===== config.mk =====
export PLATFORM = sky130hd
export DESIGN_NAME = modbus_rtu_master_register_mirror
export DESIGN_NICKNAME = d
export VERILOG_FILES = /design/src/sv/mbrm_pkg.sv /design/src/sv/modbus_rtu_master_register_mirror.sv /design/src/sv/mbrm_ram.sv /design/src/sv/mbrm_crc_serial.sv
export SDC_FILE = /design/constraint.sdc
export NUM_CORES = 1
export LEC_CHECK = 0
export BUFFER_PORTS_ARGS = -buffer_cell sky130_fd_sc_hd__buf_4
export CORE_AREA = 2 2 278 280
export DETAILED_ROUTE_END_ITERATION = 8
export DIE_AREA = 0 0 280 282
export GPL_TIMING_DRIVEN = 0
export PLACE_DENSITY = 0.75
export SLEW_MARGIN = 20
export SYNTH_ARGS = -nofsm -noshare
export SYNTH_HDL_FRONTEND = slang
export SYNTH_HIERARCHICAL = 1
export SYNTH_SLANG_ARGS = --single-unit
export TNS_END_PERCENT = 100

===== constraint.sdc =====
create_clock -name clk -period 3.5 [get_ports clk]
set_input_delay 0.175 -clock clk [delete_from_list [all_inputs] [get_ports clk]]
set_output_delay 0.175 -clock clk [all_outputs]
set_load 0.1 [all_outputs]

===== src/sv/mbrm_pkg.sv =====
// Shared types and constants of the Modbus RTU master register mirror.
// Holds command, status, function and frame codes and the CRC control type.
// No dependencies.
`timescale 1ns / 1ps

package mbrm_pkg;

	// Item kinds on the input stream.
	localparam logic [1:0] CMD_READ   = 2'd0;
	localparam logic [1:0] CMD_WRITE  = 2'd1;
	localparam logic [1:0] CMD_RX     = 2'd2;
	localparam logic [1:0] CMD_MIRROR = 2'd3;

	// Status codes of a result item.
	localparam logic [2:0] ST_OK      = 3'd0;
	localparam logic [2:0] ST_BUSY    = 3'd1;
	localparam logic [2:0] ST_ACCEPT  = 3'd2;
	localparam logic [2:0] ST_CRC_BAD = 3'd3;
	localparam logic [2:0] ST_IGNORED = 3'd4;

	// Configuration register indexes.
	localparam logic [1:0] CFG_SLAVE     = 2'd0;
	localparam logic [1:0] CFG_BASE      = 2'd1;
	localparam logic [1:0] CFG_LAST_OFS  = 2'd2;
	localparam logic [1:0] CFG_REF_LIMIT = 2'd3;

	// Modbus function codes.
	localparam logic [7:0] FC_READ  = 8'h03;
	localparam logic [7:0] FC_WRITE = 8'h06;

	// CRC-16/Modbus.
	localparam logic [15:0] CRC_INIT = 16'hFFFF;
	localparam logic [15:0] CRC_POLY = 16'hA001;

	// Byte positions within a response frame.
	localparam int POS_FC    = 1;
	localparam int POS_BYTES = 2;
	localparam int POS_DATA  = 3;
	localparam int POS_VALUE = 4;

	// Lengths of response frames.
	localparam logic [7:0] RESP_OVERHEAD  = 8'd5;
	localparam logic [7:0] WRITE_RESP_LEN = 8'd8;
	localparam logic [8:0] WRITE_CRC_LEN  = 9'd6;

	// Control of the bit-serial CRC unit.
	typedef struct packed {
		logic       init;
		logic       load;
		logic       step;
		logic [7:0] data;
	} crc_ctrl_t;

endpackage


===== src/sv/modbus_rtu_master_register_mirror.sv =====
// Top level of the Modbus RTU master with a register mirror.
// Depends on mbrm_pkg, mbrm_ram and mbrm_crc_serial.
//
// Use: items enter on the s_ stream; s_tuser carries the command (read request,
// write single request, received byte, read mirror word). Results leave on the
// m_ stream. A request gives eight frame transactions (m_tuser high, m_tlast on
// the eighth); every other item gives one status transaction.
// Flow: an item is taken only while the sequencer is idle. After a request the
// next item waits until its last frame byte has left the sequencer: the CRC over
// six bytes runs one bit a cycle, each byte loaded first, then one frame byte
// leaves per cycle while the output register is free. A byte that ends a frame walks
// the receive memory through one read port, with a wait state after each fetch
// and one CRC step per bit of each checked byte.
// Reset clears the sequencer, counters and the mirror to zero and sets the
// configuration to its defaults; the receive memory is not cleared.
// A stalled receiver holds the output register; the sequencer waits for it.
`timescale 1ns / 1ps

module modbus_rtu_master_register_mirror #(
	parameter int RX_DEPTH     = 64,
	parameter int MIRROR_WORDS = 8
) (
	input  logic        clk,
	input  logic        arst_n,
	// Configuration write port.
	input  logic        cfg_we,
	input  logic [1:0]  cfg_index,
	input  logic [15:0] cfg_data,
	// Input stream.
	input  logic        s_tvalid,
	output logic        s_tready,
	input  logic [47:0] s_tdata,  // reg_address[15:0], word_value[31:16], rx_byte[39:32],
	                              // mirror_index[42:40], zero fill
	input  logic [1:0]  s_tuser,  // cmd[1:0]
	// Output stream.
	output logic        m_tvalid,
	input  logic        m_tready,
	output logic [31:0] m_tdata,  // tx_byte[7:0], status[10:8], mirror_word[26:11],
	                              // pending[27], zero fill
	output logic        m_tuser,  // tx_valid
	output logic        m_tlast   // tx_last
);

	import mbrm_pkg::*;

	localparam int AW   = $clog2(RX_DEPTH);
	localparam int CW   = $clog2(RX_DEPTH + 1);
	localparam int MW_W = $clog2(MIRROR_WORDS);
	localparam logic [AW-1:0] ADDR_LAST = AW'(RX_DEPTH - 1);

	// Sequencer codes.
	localparam logic [4:0] S_IDLE  = 5'd0;
	localparam logic [4:0] S_DISP  = 5'd1;
	localparam logic [4:0] S_OUT   = 5'd2;
	localparam logic [4:0] S_TXLD  = 5'd3;
	localparam logic [4:0] S_TXBIT = 5'd4;
	localparam logic [4:0] S_TXOUT = 5'd5;
	localparam logic [4:0] S_RWAIT = 5'd6;
	localparam logic [4:0] S_FC    = 5'd7;
	localparam logic [4:0] S_DL    = 5'd8;
	localparam logic [4:0] S_R2    = 5'd9;
	localparam logic [4:0] S_R3    = 5'd10;
	localparam logic [4:0] S_CRCLD = 5'd11;
	localparam logic [4:0] S_CRCBT = 5'd12;
	localparam logic [4:0] S_GOTLO = 5'd13;
	localparam logic [4:0] S_GOTHI = 5'd14;
	localparam logic [4:0] S_WHI   = 5'd15;
	localparam logic [4:0] S_WLO   = 5'd16;
	localparam logic [4:0] S_DONE  = 5'd17;

	function automatic logic [AW-1:0] next_addr(input logic [AW-1:0] a);
		if (a == ADDR_LAST) begin
			return '0;
		end
		return a + AW'(1);
	endfunction

	// Configuration registers.
	logic [7:0]  slave_q;
	logic [15:0] base_q;
	logic [2:0]  last_ofs_q;
	logic [3:0]  ref_limit_q;

	// Sequencer and item registers.
	logic [4:0]  state_q, ret_q;
	logic [1:0]  cmd_q;
	logic [15:0] reg_q, val_q;
	logic [7:0]  rxb_q;
	logic [2:0]  mi_q;
	logic [7:0]  fc_q, dl_q, gl_q, hi_q;
	logic [2:0]  k_q, bit_q;
	logic [8:0]  j_q, n_q;
	logic [6:0]  i_q;
	logic [2:0]  st_q;
	logic [15:0] mw_q;
	logic [AW-1:0] rd_addr_q;

	// Protocol state.
	logic [CW-1:0] rx_count_q;
	logic [7:0]    exp_q;
	logic          pend_q;
	logic [15:0]   pstart_q;
	logic [3:0]    refuse_q;
	logic [15:0]   mirror_q [MIRROR_WORDS];

	// Output register.
	logic        m_tvalid_q, m_tlast_q, m_tuser_q;
	logic [7:0]  o_txb_q;
	logic [2:0]  o_st_q;
	logic [15:0] o_mw_q;
	logic        o_pend_q;

	logic          out_free;
	logic          out_load;
	logic [CW-1:0] cnt_w, cnt_n;
	logic [4:0]    ref_n;
	logic [7:0]    len_sat;
	logic [15:0]   off16;
	logic [7:0]    idx8;
	logic [MW_W+7:0] idx_wide;
	logic [MW_W+2:0] mi_wide;
	logic [15:0]   mirror_rd;
	logic [7:0]    tx_sel;
	logic [15:0]   crc;
	logic [7:0]    ram_rdata;
	logic          ram_we;
	crc_ctrl_t     crc_ctrl;

	assign s_tready = (state_q == S_IDLE);
	assign out_free = !m_tvalid_q || m_tready;
	assign out_load = out_free && ((state_q == S_OUT) || (state_q == S_TXOUT));

	// Receive position after the wrap at the memory depth.
	assign cnt_w = (rx_count_q >= CW'(RX_DEPTH)) ? '0 : rx_count_q;
	assign cnt_n = cnt_w + CW'(1);
	assign ref_n = {1'b0, refuse_q} + 5'd1;
	assign len_sat = (val_q > 16'd125) ? 8'd255 : ({val_q[6:0], 1'b0} + RESP_OVERHEAD);

	// Mirror offsets and the selected word of a mirror read.
	assign off16    = pstart_q - base_q;
	assign idx8     = {1'b0, i_q} + {5'd0, off16[2:0]};
	assign idx_wide = {{MW_W{1'b0}}, idx8};
	assign mi_wide  = {{MW_W{1'b0}}, mi_q};
	assign mirror_rd = ({29'd0, mi_q} < 32'(MIRROR_WORDS)) ? mirror_q[mi_wide[MW_W-1:0]]
	                                                        : 16'd0;

	// Request frame byte selected by the byte counter.
	always_comb begin
		case (k_q)
			3'd0: tx_sel = slave_q;
			3'd1: tx_sel = fc_q;
			3'd2: tx_sel = reg_q[15:8];
			3'd3: tx_sel = reg_q[7:0];
			3'd4: tx_sel = val_q[15:8];
			3'd5: tx_sel = val_q[7:0];
			3'd6: tx_sel = crc[7:0];
			default: tx_sel = crc[15:8];
		endcase
	end

	// CRC unit control.
	always_comb begin
		crc_ctrl.init = (state_q == S_DISP) || (state_q == S_DL) || (state_q == S_R3);
		crc_ctrl.load = (state_q == S_TXLD) || (state_q == S_CRCLD);
		crc_ctrl.step = (state_q == S_TXBIT) || (state_q == S_CRCBT);
		crc_ctrl.data = (state_q == S_CRCLD) ? ram_rdata : tx_sel;
	end

	assign ram_we = (state_q == S_DISP) && (cmd_q == CMD_RX) && pend_q;

	mbrm_crc_serial u_crc (
		.clk    (clk),
		.arst_n (arst_n),
		.ctrl   (crc_ctrl),
		.crc    (crc)
	);

	mbrm_ram #(
		.WIDTH (8),
		.DEPTH (RX_DEPTH)
	) u_rx_ram (
		.clk   (clk),
		.we    (ram_we),
		.waddr (cnt_w[AW-1:0]),
		.wdata (rxb_q),
		.raddr (rd_addr_q),
		.rdata (ram_rdata)
	);

	// Configuration writes.
	always_ff @(posedge clk or negedge arst_n) begin
		if (!arst_n) begin
			slave_q     <= 8'd1;
			base_q      <= 16'd0;
			last_ofs_q  <= 3'd6;
			ref_limit_q <= 4'd2;
		end else if (cfg_we) begin
			case (cfg_index)
				CFG_SLAVE:     slave_q     <= cfg_data[7:0];
				CFG_BASE:      base_q      <= cfg_data;
				CFG_LAST_OFS:  last_ofs_q  <= cfg_data[2:0];
				CFG_REF_LIMIT: ref_limit_q <= cfg_data[3:0];
				default: ;
			endcase
		end
	end

	// Item capture, request emission and frame checking.
	always_ff @(posedge clk or negedge arst_n) begin
		if (!arst_n) begin
			state_q    <= S_IDLE;
			ret_q      <= S_IDLE;
			rx_count_q <= '0;
			exp_q      <= 8'd0;
			pend_q     <= 1'b0;
			pstart_q   <= 16'd0;
			refuse_q   <= 4'd0;
			m_tvalid_q <= 1'b0;
			for (int w = 0; w < MIRROR_WORDS; w++) begin
				mirror_q[w] <= 16'd0;
			end
		end else begin
			if (m_tready && !out_load) begin
				m_tvalid_q <= 1'b0;
			end
			case (state_q)
				S_IDLE: begin
					if (s_tvalid) begin
						cmd_q   <= s_tuser;
						reg_q   <= s_tdata[15:0];
						val_q   <= s_tdata[31:16];
						rxb_q   <= s_tdata[39:32];
						mi_q    <= s_tdata[42:40];
						state_q <= S_DISP;
					end
				end
				S_DISP: begin
					mw_q <= 16'd0;
					st_q <= ST_OK;
					case (cmd_q)
						CMD_READ: begin
							if (pend_q) begin
								if (ref_n > {1'b0, ref_limit_q}) begin
									pend_q   <= 1'b0;
									pstart_q <= 16'd0;
									refuse_q <= 4'd0;
								end else begin
									refuse_q <= ref_n[3:0];
								end
								st_q    <= ST_BUSY;
								state_q <= S_OUT;
							end else begin
								exp_q      <= len_sat;
								pend_q     <= 1'b1;
								pstart_q   <= reg_q;
								rx_count_q <= '0;
								fc_q       <= FC_READ;
								k_q        <= 3'd0;
								state_q    <= S_TXLD;
							end
						end
						CMD_WRITE: begin
							exp_q      <= WRITE_RESP_LEN;
							pend_q     <= 1'b1;
							pstart_q   <= reg_q;
							rx_count_q <= '0;
							fc_q       <= FC_WRITE;
							k_q        <= 3'd0;
							state_q    <= S_TXLD;
						end
						CMD_RX: begin
							if (!pend_q) begin
								st_q    <= ST_IGNORED;
								state_q <= S_OUT;
							end else begin
								rx_count_q <= cnt_n;
								if (9'(cnt_n) >= {1'b0, exp_q}) begin
									rd_addr_q <= AW'(POS_FC);
									ret_q     <= S_FC;
									state_q   <= S_RWAIT;
								end else begin
									state_q <= S_OUT;
								end
							end
						end
						default: begin
							mw_q    <= mirror_rd;
							state_q <= S_OUT;
						end
					endcase
				end
				S_OUT: begin
					if (out_free) begin
						m_tvalid_q <= 1'b1;
						m_tuser_q  <= 1'b0;
						m_tlast_q  <= 1'b0;
						o_txb_q    <= 8'd0;
						o_st_q     <= st_q;
						o_mw_q     <= mw_q;
						o_pend_q   <= pend_q;
						state_q    <= S_IDLE;
					end
				end
				// CRC over the six header bytes, one bit a cycle.
				S_TXLD: begin
					bit_q   <= 3'd0;
					state_q <= S_TXBIT;
				end
				S_TXBIT: begin
					bit_q <= bit_q + 3'd1;
					if (bit_q == 3'd7) begin
						if (k_q == 3'd5) begin
							k_q     <= 3'd0;
							state_q <= S_TXOUT;
						end else begin
							k_q     <= k_q + 3'd1;
							state_q <= S_TXLD;
						end
					end
				end
				S_TXOUT: begin
					if (out_free) begin
						m_tvalid_q <= 1'b1;
						m_tuser_q  <= 1'b1;
						m_tlast_q  <= (k_q == 3'd7);
						o_txb_q    <= tx_sel;
						o_st_q     <= ST_OK;
						o_mw_q     <= 16'd0;
						o_pend_q   <= pend_q;
						k_q        <= k_q + 3'd1;
						if (k_q == 3'd7) begin
							state_q <= S_IDLE;
						end
					end
				end
				// The memory read started by the previous state completes here.
				S_RWAIT: begin
					state_q <= ret_q;
				end
				S_FC: begin
					fc_q <= ram_rdata;
					if (ram_rdata == FC_READ) begin
						rd_addr_q <= AW'(POS_BYTES);
						ret_q     <= S_DL;
						state_q   <= S_RWAIT;
					end else if (ram_rdata == FC_WRITE) begin
						rd_addr_q <= AW'(POS_BYTES);
						ret_q     <= S_R2;
						state_q   <= S_RWAIT;
					end else begin
						st_q    <= ST_IGNORED;
						state_q <= S_DONE;
					end
				end
				S_DL: begin
					dl_q      <= ram_rdata;
					n_q       <= {1'b0, ram_rdata} + 9'(POS_DATA);
					j_q       <= 9'd0;
					rd_addr_q <= '0;
					ret_q     <= S_CRCLD;
					state_q   <= S_RWAIT;
				end
				S_R2: begin
					hi_q      <= ram_rdata;
					rd_addr_q <= AW'(POS_DATA);
					ret_q     <= S_R3;
					state_q   <= S_RWAIT;
				end
				S_R3: begin
					if ({hi_q, ram_rdata} != pstart_q) begin
						st_q    <= ST_IGNORED;
						state_q <= S_DONE;
					end else begin
						n_q       <= WRITE_CRC_LEN;
						j_q       <= 9'd0;
						rd_addr_q <= '0;
						ret_q     <= S_CRCLD;
						state_q   <= S_RWAIT;
					end
				end
				// CRC over the received bytes, one bit a cycle.
				S_CRCLD: begin
					bit_q   <= 3'd0;
					state_q <= S_CRCBT;
				end
				S_CRCBT: begin
					bit_q <= bit_q + 3'd1;
					if (bit_q == 3'd7) begin
						j_q       <= j_q + 9'd1;
						rd_addr_q <= next_addr(rd_addr_q);
						ret_q     <= (j_q + 9'd1 == n_q) ? S_GOTLO : S_CRCLD;
						state_q   <= S_RWAIT;
					end
				end
				S_GOTLO: begin
					gl_q      <= ram_rdata;
					rd_addr_q <= next_addr(rd_addr_q);
					ret_q     <= S_GOTHI;
					state_q   <= S_RWAIT;
				end
				S_GOTHI: begin
					if ({ram_rdata, gl_q} != crc) begin
						st_q    <= ST_CRC_BAD;
						state_q <= S_DONE;
					end else begin
						st_q <= ST_ACCEPT;
						i_q  <= 7'd0;
						if (fc_q == FC_WRITE) begin
							rd_addr_q <= AW'(POS_VALUE);
							ret_q     <= S_WHI;
							state_q   <= S_RWAIT;
						end else if ((off16 <= {13'd0, last_ofs_q}) && (dl_q[7:1] != 7'd0)) begin
							rd_addr_q <= AW'(POS_DATA);
							ret_q     <= S_WHI;
							state_q   <= S_RWAIT;
						end else begin
							state_q <= S_DONE;
						end
					end
				end
				// Returned words, high byte first, into the mirror.
				S_WHI: begin
					hi_q      <= ram_rdata;
					rd_addr_q <= next_addr(rd_addr_q);
					ret_q     <= S_WLO;
					state_q   <= S_RWAIT;
				end
				S_WLO: begin
					if (fc_q == FC_WRITE) begin
						if (off16 < 16'(MIRROR_WORDS)) begin
							mirror_q[off16[MW_W-1:0]] <= {hi_q, ram_rdata};
						end
						state_q <= S_DONE;
					end else begin
						if ({24'd0, idx8} < 32'(MIRROR_WORDS)) begin
							mirror_q[idx_wide[MW_W-1:0]] <= {hi_q, ram_rdata};
						end
						if ({1'b0, i_q} + 8'd1 < {1'b0, dl_q[7:1]}) begin
							i_q       <= i_q + 7'd1;
							rd_addr_q <= next_addr(rd_addr_q);
							ret_q     <= S_WHI;
							state_q   <= S_RWAIT;
						end else begin
							state_q <= S_DONE;
						end
					end
				end
				S_DONE: begin
					exp_q      <= 8'd0;
					pstart_q   <= 16'd0;
					refuse_q   <= 4'd0;
					rx_count_q <= '0;
					pend_q     <= 1'b0;
					mw_q       <= 16'd0;
					state_q    <= S_OUT;
				end
				default: begin
					state_q <= S_IDLE;
				end
			endcase
		end
	end

	assign m_tvalid = m_tvalid_q;
	assign m_tuser  = m_tuser_q;
	assign m_tlast  = m_tlast_q;
	assign m_tdata  = {4'd0, o_pend_q, o_mw_q, o_st_q, o_txb_q};

	// The last flag only ever marks a frame byte.
	a_last_is_frame: assert property (@(posedge clk) disable iff (!arst_n)
		m_tvalid && m_tlast |-> m_tuser)
		else $error("tlast on a status transaction");

	// Frame bytes are sent while the request is pending.
	a_frame_pending: assert property (@(posedge clk) disable iff (!arst_n)
		m_tvalid && m_tuser |-> m_tdata[27])
		else $error("frame byte without a pending request");

	// The receive count never passes the memory depth.
	a_count_range: assert property (@(posedge clk) disable iff (!arst_n)
		rx_count_q <= CW'(RX_DEPTH))
		else $error("receive count beyond depth");

	// A stored received byte always leaves the receive count above zero.
	a_store_pending: assert property (@(posedge clk) disable iff (!arst_n)
		ram_we |=> (rx_count_q != '0))
		else $error("receive count not advanced after a store");

endmodule


===== src/sv/mbrm_ram.sv =====
// Generic single-port-write, single-port-read RAM with registered read data.
// No dependencies.
`timescale 1ns / 1ps

module mbrm_ram #(
	parameter int WIDTH = 8,
	parameter int DEPTH = 64
) (
	input  logic                     clk,
	input  logic                     we,
	input  logic [$clog2(DEPTH)-1:0] waddr,
	input  logic [WIDTH-1:0]         wdata,
	input  logic [$clog2(DEPTH)-1:0] raddr,
	output logic [WIDTH-1:0]         rdata
);

	logic [WIDTH-1:0] mem_q [DEPTH];
	logic [WIDTH-1:0] rdata_q;

	// Write port and registered read port.
	always_ff @(posedge clk) begin
		if (we) begin
			mem_q[waddr] <= wdata;
		end
		rdata_q <= mem_q[raddr];
	end

	assign rdata = rdata_q;

endmodule


===== src/sv/mbrm_crc_serial.sv =====
// Bit-serial CRC-16/Modbus unit: one bit of a loaded byte per step.
// Depends on mbrm_pkg for the control type and the polynomial.
`timescale 1ns / 1ps

module mbrm_crc_serial (
	input  logic               clk,
	input  logic               arst_n,
	input  mbrm_pkg::crc_ctrl_t ctrl,
	output logic [15:0]        crc
);

	import mbrm_pkg::*;

	logic [15:0] crc_q;
	logic [7:0]  sh_q;
	logic        fb;

	assign fb = crc_q[0] ^ sh_q[0];

	// One reflected shift per step; the byte shifts out from its low bit.
	always_ff @(posedge clk or negedge arst_n) begin
		if (!arst_n) begin
			crc_q <= CRC_INIT;
			sh_q  <= 8'd0;
		end else begin
			if (ctrl.init) begin
				crc_q <= CRC_INIT;
			end else if (ctrl.step) begin
				crc_q <= (crc_q >> 1) ^ (fb ? CRC_POLY : 16'd0);
			end
			if (ctrl.load) begin
				sh_q <= ctrl.data;
			end else if (ctrl.step) begin
				sh_q <= sh_q >> 1;
			end
		end
	end

	assign crc = crc_q;

endmodule


==> results of run 1 <==
==> state kept, by name, indices dropped and copies added, names as in the netlist, 6 cells and up <==
| name | count |
|---|---|
| o_mw_q | 16 |
| slave_q | 8 |
| u_rx_ram/rdata | 8 |
| exp_q | 8 |
| rd_addr_q | 6 |
| u_rx_ram/mem_q | 512 |
| hi_q | 8 |
| val_q | 16 |
| n_q | 9 |
| gl_q | 8 |
| rx_count_q | 7 |
| u_crc/sh_q | 8 |
| i_q | 7 |
| u_crc/crc | 16 |
| j_q | 9 |
| dl_q | 7 |
| mw_q | 16 |
| base_q | 16 |
| fc_q | 8 |
| rxb_q | 8 |
| reg_q | 16 |
| o_txb_q | 8 |
| pstart_q | 16 |
| mirror_q | 128 |
==> final cells by class <==
cell class / count / area, sq um / share of cell area [%]
timing repair buffer: 239 / 2390 / 5.00
clock inverter: 50 / 503 / 1.05
multi-input combinational: 1479 / 13900 / 29.0
sequential: 912 / 26200 / 54.7
buffer: 154 / 947 / 1.98
clock buffer: 116 / 2460 / 5.14
inverter: 76 / 285 / 0.596
tap: 978 / 1220 / 2.55
==> layer usage <==
layer | wire (microns) | up-vias | GRT usage [%]
li1 | - | 10706 | -
met1 | 41900 | 12797 | 36.3
met2 | 53200 | 1403 | 46.2
met3 | 8480 | 306 | 4.19
met4 | 5540 | 0 | 12.3
met5 | 0 | - | 0
==> cells by family after synthesis <==
logic type / synth area share [%]
xor+xnor: 1.72
fa+ha+maj: 1.92
flops: 64.4
other cells: 0.00923
buf+inv: 3.07
simple gates: 7.65
mux: 15.5
compound gates: 5.72
==> power by group through the flow <==
stage,clock (mW),sequential [mW],combinational (mW)
2_1_floorplan,0,13.5,3.98
3_3_place_gp,0,13.5,5.63
3_5_place_dp,0,13.4,6.04
4_1_cts,9.79,13.2,6.48
5_1_grt,10.2,13.3,7.31
6_report,9.66,13.2,6.80
==> how the worst min path moves through the flow <==
stage                            from                          to  slack, ns
final                          arst_n  ref_limit_q[0]$_DFFE_PN0P_       0.03
after floorplan                arst_n       base_q[0]$_DFFE_PN0P_      -0.12
after CTS                      arst_n     refuse_q[0]$_DFFE_PN0P_       0.03
after global routing           arst_n      slave_q[1]$_DFFE_PN0P_       0.06
after global placement    s_tdata[38]          rxb_q[6]$_DFFE_PP_       0.35
after detailed placement       arst_n     refuse_q[2]$_DFFE_PN0P_       0.12
==> layout by cell type (no fill, tap or decap), drive strengths merged, types with 9 or more instances in the layout <==
cell type and instances:
inv 78, a21o 13, and3 19, a31oi 16
nand2 131, nor2b 36, mux2 170, and2 49
nor4 21, clkinv 38, xnor2 26, nand4 19
a21oi 60, buf 243, dfrtp 210, edfxtp 674
o22ai 27, nor3 22, nand2b 21, dfstp 20
nand3b 10, a222oi 15, o211ai 9, xor2 54
nand3 62, ha 59, a211o 14, nor2 189
o21ai 54, mux4 156, clkbuf 196, dlygate4sd3 68
or2 10, mux2i 70, or3 9
==> worst register-to-register path, cell delays in order, from the launching register on <==
cell and delay [ns]:
dfrtp_1 0.39, inv_2 0.09, ha_4 0.13, fa_2 0.22, nor2b_4 0.05, o31a_4 0.30
o21ai_4 0.18, mux2_4 0.33, o311ai_4 0.31, o211a_4 0.22, nand4_4 0.16, buf_6 0.18
o32ai_4 0.40, buf_6 0.21, mux2_2 0.34
==> repair_timing <==
action / in CTS / in global routing
cloned: 3 / 3
endpoints found under the hold margin: 195 / 0
buffers inserted: 24 / 19
endpoints found under the setup margin: 653 / 424
pin swaps: 14 / 12
resized for setup: 113 / 82
hold buffers: 68 / 0
==> per-stage QoR <==
step | total power [mW] | utilization (%) | setup WS (ns) | cell area (sq um)
finish | 29.7 | 63.3 | -0.141 | 47900
detailed placement | 19.4 | 56.9 | -0.742 | 43100
CTS | 29.5 | 62.6 | -0.130 | 47400
global placement | 19.1 | 56.3 | -2.69 | 42600
global route | 30.8 | 63.3 | -0.222 | 47900
floorplan | 17.5 | - | -0.0206 | 40600
==> impl_metrics.csv, run 1 <==
group,metric,value,unit
run_status,outcome,"finished with violations",
run_status,violations,"negative setup slack",
critical_path,worst_path_dominant_cell_family,"compound AO/OA/AOI/OAI gates",
floorplan,core_area,0.0757,sq mm
place,dp_hpwl,74.0,mm
pwr,pwr-share-seq,44.5,%
synthesis,ys.flop_type,"edfxtp_1",
floorplan,fp.dieArea,0.0790,sq mm
timing,max_freq,275,MHz
critical_path,crit_cells,14,
synthesis,synth_area,0.0406,sq mm
synthesis,synth_cell_types,101,
timing,min_period,3.64,ns
cells_and_area,final_cells,4004,
place,portBuffers,99,
clocking,worstSkewPairLatency,0.67,ns
grt,grt_pass1_wl,162,mm
critical_path,crit_chain,"inv_2 > ha_4 > fa_2 > nor2b_4 > o31a_4 > o21ai_4 > mux2_4 > o311ai_4 > o211a_4 > nand4_4 > buf_6 > o32ai_4 > buf_6 > mux2_2",
floorplan,rows,101,
clocking,path_clk_slew,0.06,ns
synthesis,synth_cells,2624,
clocking,cts-buffers-inserted,91,
floorplan,fp.dieH,282,microns
cells_and_area,fillers,5275,
critical_path,cpMostUsedCell,"buf_6",
timing,hold_slack,0.0259,ns
timing,final-hold-violation-count,0,
floorplan,num_io_pins,109,
clocking,numClockSinks,912,
critical_path,critPathLaunchType,"flop",
cells_and_area,area_growth,17.9,%
synthesis,async_flop_share,25.2,%
route,avgRoutedWirePerCell,27.2,microns
pwr,p_leak,17.9,nW
critical_path,end_kind,"flop",
timing,rsz0062_at_grt,"yes",
cells_and_area,drive_gt1_share,28.2,%
grt,grt_max_degree,105,
route,drc,0,
critical_path,r2r_start,"pstart_q[0]$_DFFE_PN0P_",
pwr,p_sw,8.89,mW
floorplan,initial_core_util,53.7,%
pwr,power_density,620,mW/mm^2
synthesis,synth.ff_latch_count,912,
critical_path,cp_max_fo,5,
timing,finalCritPeriodShare,104,%
timing,skew,0.0411,ns
critical_path,cp_slowest_cell,"o32ai_4",
pwr,p_int,20.8,mW
route,drt_first_pass_iters,9,
timing,finalSetupTns,-9.89,ns
route,antenna_left,0,
critical_path,path_class,"flop to flop",
grt,grt_pass1_vias,25541,
pwr,max-vdd-ir-drop,0.525,mV
timing,worst_slack,-0.141,ns
synthesis,synth_edf_count,674,
synthesis,synth.area.top_cells,"edfxtp_1 50%, dfrtp_1 13%, mux4_2 8.6%, mux2_2 3.5%, ha_1 1.8%",
synthesis,netlist.area_leader.share,49.8,%
critical_path,cp-startpoint,"pstart_q[0]$_DFFE_PN0P_",
run,cap_viol_max_count,0,
critical_path,r2r_cells,14,
cells_and_area,nets,3087,
timing,slew_headroom,28.0,%
cells_and_area,diodes,0,
synthesis,synth_most_common_cell,"edfxtp_1",
grt,gr-total-overflow,0,
synthesis,yosys.area.top_type,"edfxtp_1",
place,place_inst,3728,
synthesis,yosysWarnings,6,
critical_path,r2r_end,"mirror_q[15]$_DFFE_PN0P_",
clocking,cts-root-buf,"clkbuf_16",
critical_path,path_buf_inv,3,
timing,worst_slew_pin_slew,1.08,ns
route,vias,25212,
route,routed_via_density,6.30,
synthesis,synth_common_cells,"674 x edfxtp_1, 210 x dfrtp_1, 189 x nor2_1, 156 x mux4_2, 130 x nand2_1",
synthesis,ys_seq_area_share,64.4,%
pwr,p_comb_share,22.9,%
floorplan,die_x,280,microns
route,drt_iter0_drc,3029,
clocking,h-tree-depth,3,
clocking,cts_buffer_depth,3,
critical_path,crit_path_end,"mirror_q[15]$_DFFE_PN0P_",
grt,grt_use_total,27.7,%
worst_hold_path,hp-class,"primary input to async pin",
route,drt_wl_total,109,mm
pwr,swShare,29.9,%
critical_path,rrSetupSlack,-0.14,ns
pwr,power.share.clock,32.6,%
timing,drv_slew,0,
clocking,cts_tree,"yes",
critical_path,cpPeakStageDelay,0.40,ns
grt,antenna_found_initial,1,
place,routabilityCongestion,0.936,
critical_path,cp.required,4.03,ns
timing,final-setup-viol-count,127,
synthesis,syn_avg_cell_area,15.5,sq um
critical_path,critPathArrivalTime,4.18,ns
Power figures use the tool's default switching activity.
==> run 2: changes to the inputs <==
- ABC_AREA: default -> 1
- CORE_AREA: 2 2 278 280 -> 2 2 280 282
- CTS_CLUSTER_DIAMETER: default -> 40
- DIE_AREA: 0 0 280 282 -> 0 0 282 284
==> run 2 against run 1 <==
  * The run still ends with negative setup slack left
  * Die area is 1.4% higher
  * Hold slack worse by 0.017 ns
  * Critical path depth is 4 lower
  * Register-to-register slack better by 0.05 ns
  * Design area is 2.7% higher
  * Fmax is 1.4% higher
  * Wire length is 11% higher
  * Global-route usage is 2.3 points higher
  * Clock-buffer cell count is 19 higher
  * Setup slack better by 0.051 ns
  * Flip-flop and latch count stayed put
  * Power is 13% higher
  * Highest routed layer unchanged
==> impl_metrics.csv, run 2 <==
group,metric,value,unit
run_status,outcome,"finished with violations",
run_status,violations,"negative setup slack",
pwr,power.total,33.4,mW
synthesis,synth_most_common_cell,"nand2_1",
clocking,worstSkewPairLatency,0.71,ns
synthesis,async_flop_share,25.2,%
cells_and_area,drive_gt1_share,14.9,%
grt,antenna_found_initial,1,
grt,grt_pass1_wl,180,mm
grt,grt_pass1_vias,30547,
route,drt_iter0_drc,3518,
synthesis,synth_common_cells,"1080 x nand2_1, 674 x edfxtp_1, 535 x nand3_1, 323 x nor2_1, 289 x inv_1",
route,drc,0,
clocking,numClockSinks,912,
cells_and_area,area_growth,18.7,%
timing,slew_headroom,25.5,%
timing,drv_slew,0,
synthesis,synth.ff_latch_count,912,
place,routabilityCongestion,0.990,
clocking,h-tree-depth,3,
critical_path,critPathLaunchType,"flop",
critical_path,crit_chain,"inv_1 > nand2_1 > nor2_1 > inv_2 > nor2_2 > inv_2 > nor2_1 > clkbuf_1 > nand2_1 > nor2_2",
grt,grt_use_total,30.0,%
critical_path,cp_slowest_cell,"nor2_2",
critical_path,critPathArrivalTime,3.89,ns
synthesis,syn_avg_cell_area,10.2,sq um
floorplan,die_x,282,microns
cells_and_area,nets,4520,
cells_and_area,largest_register,"u_rx_ram/mem_q",
synthesis,netlist.area_leader.share,48.8,%
clocking,path_clk_slew,0.06,ns
synthesis,ys_seq_area_share,63.2,%
critical_path,worst_path_dominant_cell_family,"simple AND/OR/NAND/NOR gates",
timing,max_freq,279,MHz
pwr,power_density,680,mW/mm^2
floorplan,fp.dieH,284,microns
timing,final-setup-viol-count,188,
cells_and_area,reg.largest.list,"u_rx_ram/mem_q (512), mirror_q (128)",
place,portBuffers,99,
floorplan,core_area,0.0770,sq mm
synthesis,ys.flop_type,"edfxtp_1",
critical_path,path_class,"flop to flop",
timing,min_period,3.59,ns
pwr,p_leak,20.0,nW
timing,skew,0.0606,ns
synthesis,yosysWarnings,6,
grt,gr-total-overflow,0,
clocking,cts-buffers-inserted,118,
run,cap_viol_max_count,0,
critical_path,end_kind,"flop",
route,routed_via_density,5.73,
route,antenna_left,0,
timing,worst_slew_pin_slew,1.12,ns
place,post-place-ws,-0.710,ns
route,avgRoutedWirePerCell,21.9,microns
cells_and_area,final_cell_mix,"1080 x nand2_1, 674 x edfxtp_1, 534 x nand3_1",
timing,worst_slack,-0.0902,ns
timing,finalCritPeriodShare,103,%
critical_path,cpPeakStageDelay,0.57,ns
floorplan,num_io_pins,109,
timing,rsz0062_at_grt,"yes",
clocking,cts_buffer_depth,3,
critical_path,cp_max_fo,10,
timing,final-hold-violation-count,0,
cells_and_area,largest_reg_flops,512,
route,drt_wl_total,121,mm
synthesis,synth_cell_types,65,
clocking,cts-root-buf,"clkbuf_16",
floorplan,fp.dieArea,0.0801,sq mm
synthesis,yosys.area.top_type,"edfxtp_1",
critical_path,path_buf_inv,4,
route,drt_first_pass_iters,6,
worst_hold_path,hp-class,"primary input to async pin",
grt,grt_max_degree,92,
floorplan,rows,102,
synthesis,synth_area,0.0414,sq mm
place,dp_hpwl,85.2,mm
cells_and_area,fillers,5967,
cells_and_area,mostFrequentLayoutCell,"nand2_1",
synthesis,synth_cells,4055,
pwr,max-vdd-ir-drop,0.454,mV
synthesis,synth.area.top_cells,"edfxtp_1 49%, dfrtp_1 13%, nand2_1 9.8%, nand3_1 6.5%, nor2_1 2.9%",
route,vias,31676,
clocking,cts_tree,"yes",
floorplan,initial_core_util,53.8,%
synthesis,synth_edf_count,674,
critical_path,cp.required,3.80,ns
-- run 2: metrics by stage --
step	cells	area, sq um	utilization, %	hold WS (ns)	setup TNS (ns)
6_report	5526	49200	63.9	0.00874	-6.04
5_1_grt	5526	49200	63.9	0.0590	-43.37
4_1_cts	5520	48900	63.6	0.0261	-6.97
3_5_place_dp	5229	44100	57.3	0.170	-44.11
3_3_place_gp	5197	43500	56.5	0.354	-307.24
2_1_floorplan	4058	41500	-	-0.121	0
-- run 2: layer usage --
layer	track usage (%)	vias up	part of all wire, %
li1	-	14522	-
met1	38.6	15196	38
met2	49.5	1637	48
met3	5.31	321	8.7
met4	14.1	0	4.9
met5	0	-	0
-- run 2: repair_timing --
action	4_1_cts	5_1_grt
setup endpoints to repair	396	448
gates resized for setup	39	53
setup buffers	3	5
hold buffers	69	0
cloned	0	0
hold endpoints to repair	288	0
pin swaps	3	5
-- run 2: worst paths after layout --
check,start,endpoint,slack [ns],cells after the start
worst max-delay path,state_q[1]$_DFFE_PN0P_,u_rx_ram/mem_q[25][3]$_DFFE_PP_,-0.09,10
worst min-delay path,arst_n,base_q[9]$_DFFE_PN0P_,0.009,2
worst min register to register,mirror_q[87]$_DFFE_PN0P_,mirror_q[87]$_DFFE_PN0P_,0.48,2
max in group asynchronous,arst_n,ret_q[4]$_DFFE_PN0P_,2.63,3
worst max register to register,state_q[1]$_DFFE_PN0P_,u_rx_ram/mem_q[25][3]$_DFFE_PP_,-0.09,10
min in group clk,s_tvalid,state_q[0]$_DFFE_PN0P_,0.05,5
-- run 2: layout make-up --
class / count / area (sq um) / area share (%)
clock buffer: 135 / 3100 / 6.30
buffer: 195 / 1260 / 2.56
clock inverter: 84 / 863 / 1.76
tap: 1040 / 1300 / 2.65
antenna: 1 / 2.50 / 0.00509
inverter: 310 / 1170 / 2.38
timing repair buffer: 208 / 2100 / 4.28
multi-input combinational: 2641 / 13200 / 26.8
sequential: 912 / 26200 / 53.2
-- run 2: cell families after synthesis --
group                    Yosys count  share of synthesized area, %
AO/OA/AOI/OAI                    475                          6.83
AND/OR/NAND/NOR                 2050                          21.2
adder cells (fa/ha/maj)           61                          1.88
flip-flops                       912                          63.2
XOR/XNOR                          49                          1.04
other                              1                       0.00905
multiplexers                       2                        0.0513
buffers and inverters            505                          5.85
-- run 2: power by group --
group / internal [mW] / total [mW] / switching [mW]
clock: 7.07 / 12.0 / 4.95
combinational: 2.48 / 8.29 / 5.81
sequential: 12.5 / 13.1 / 0.611
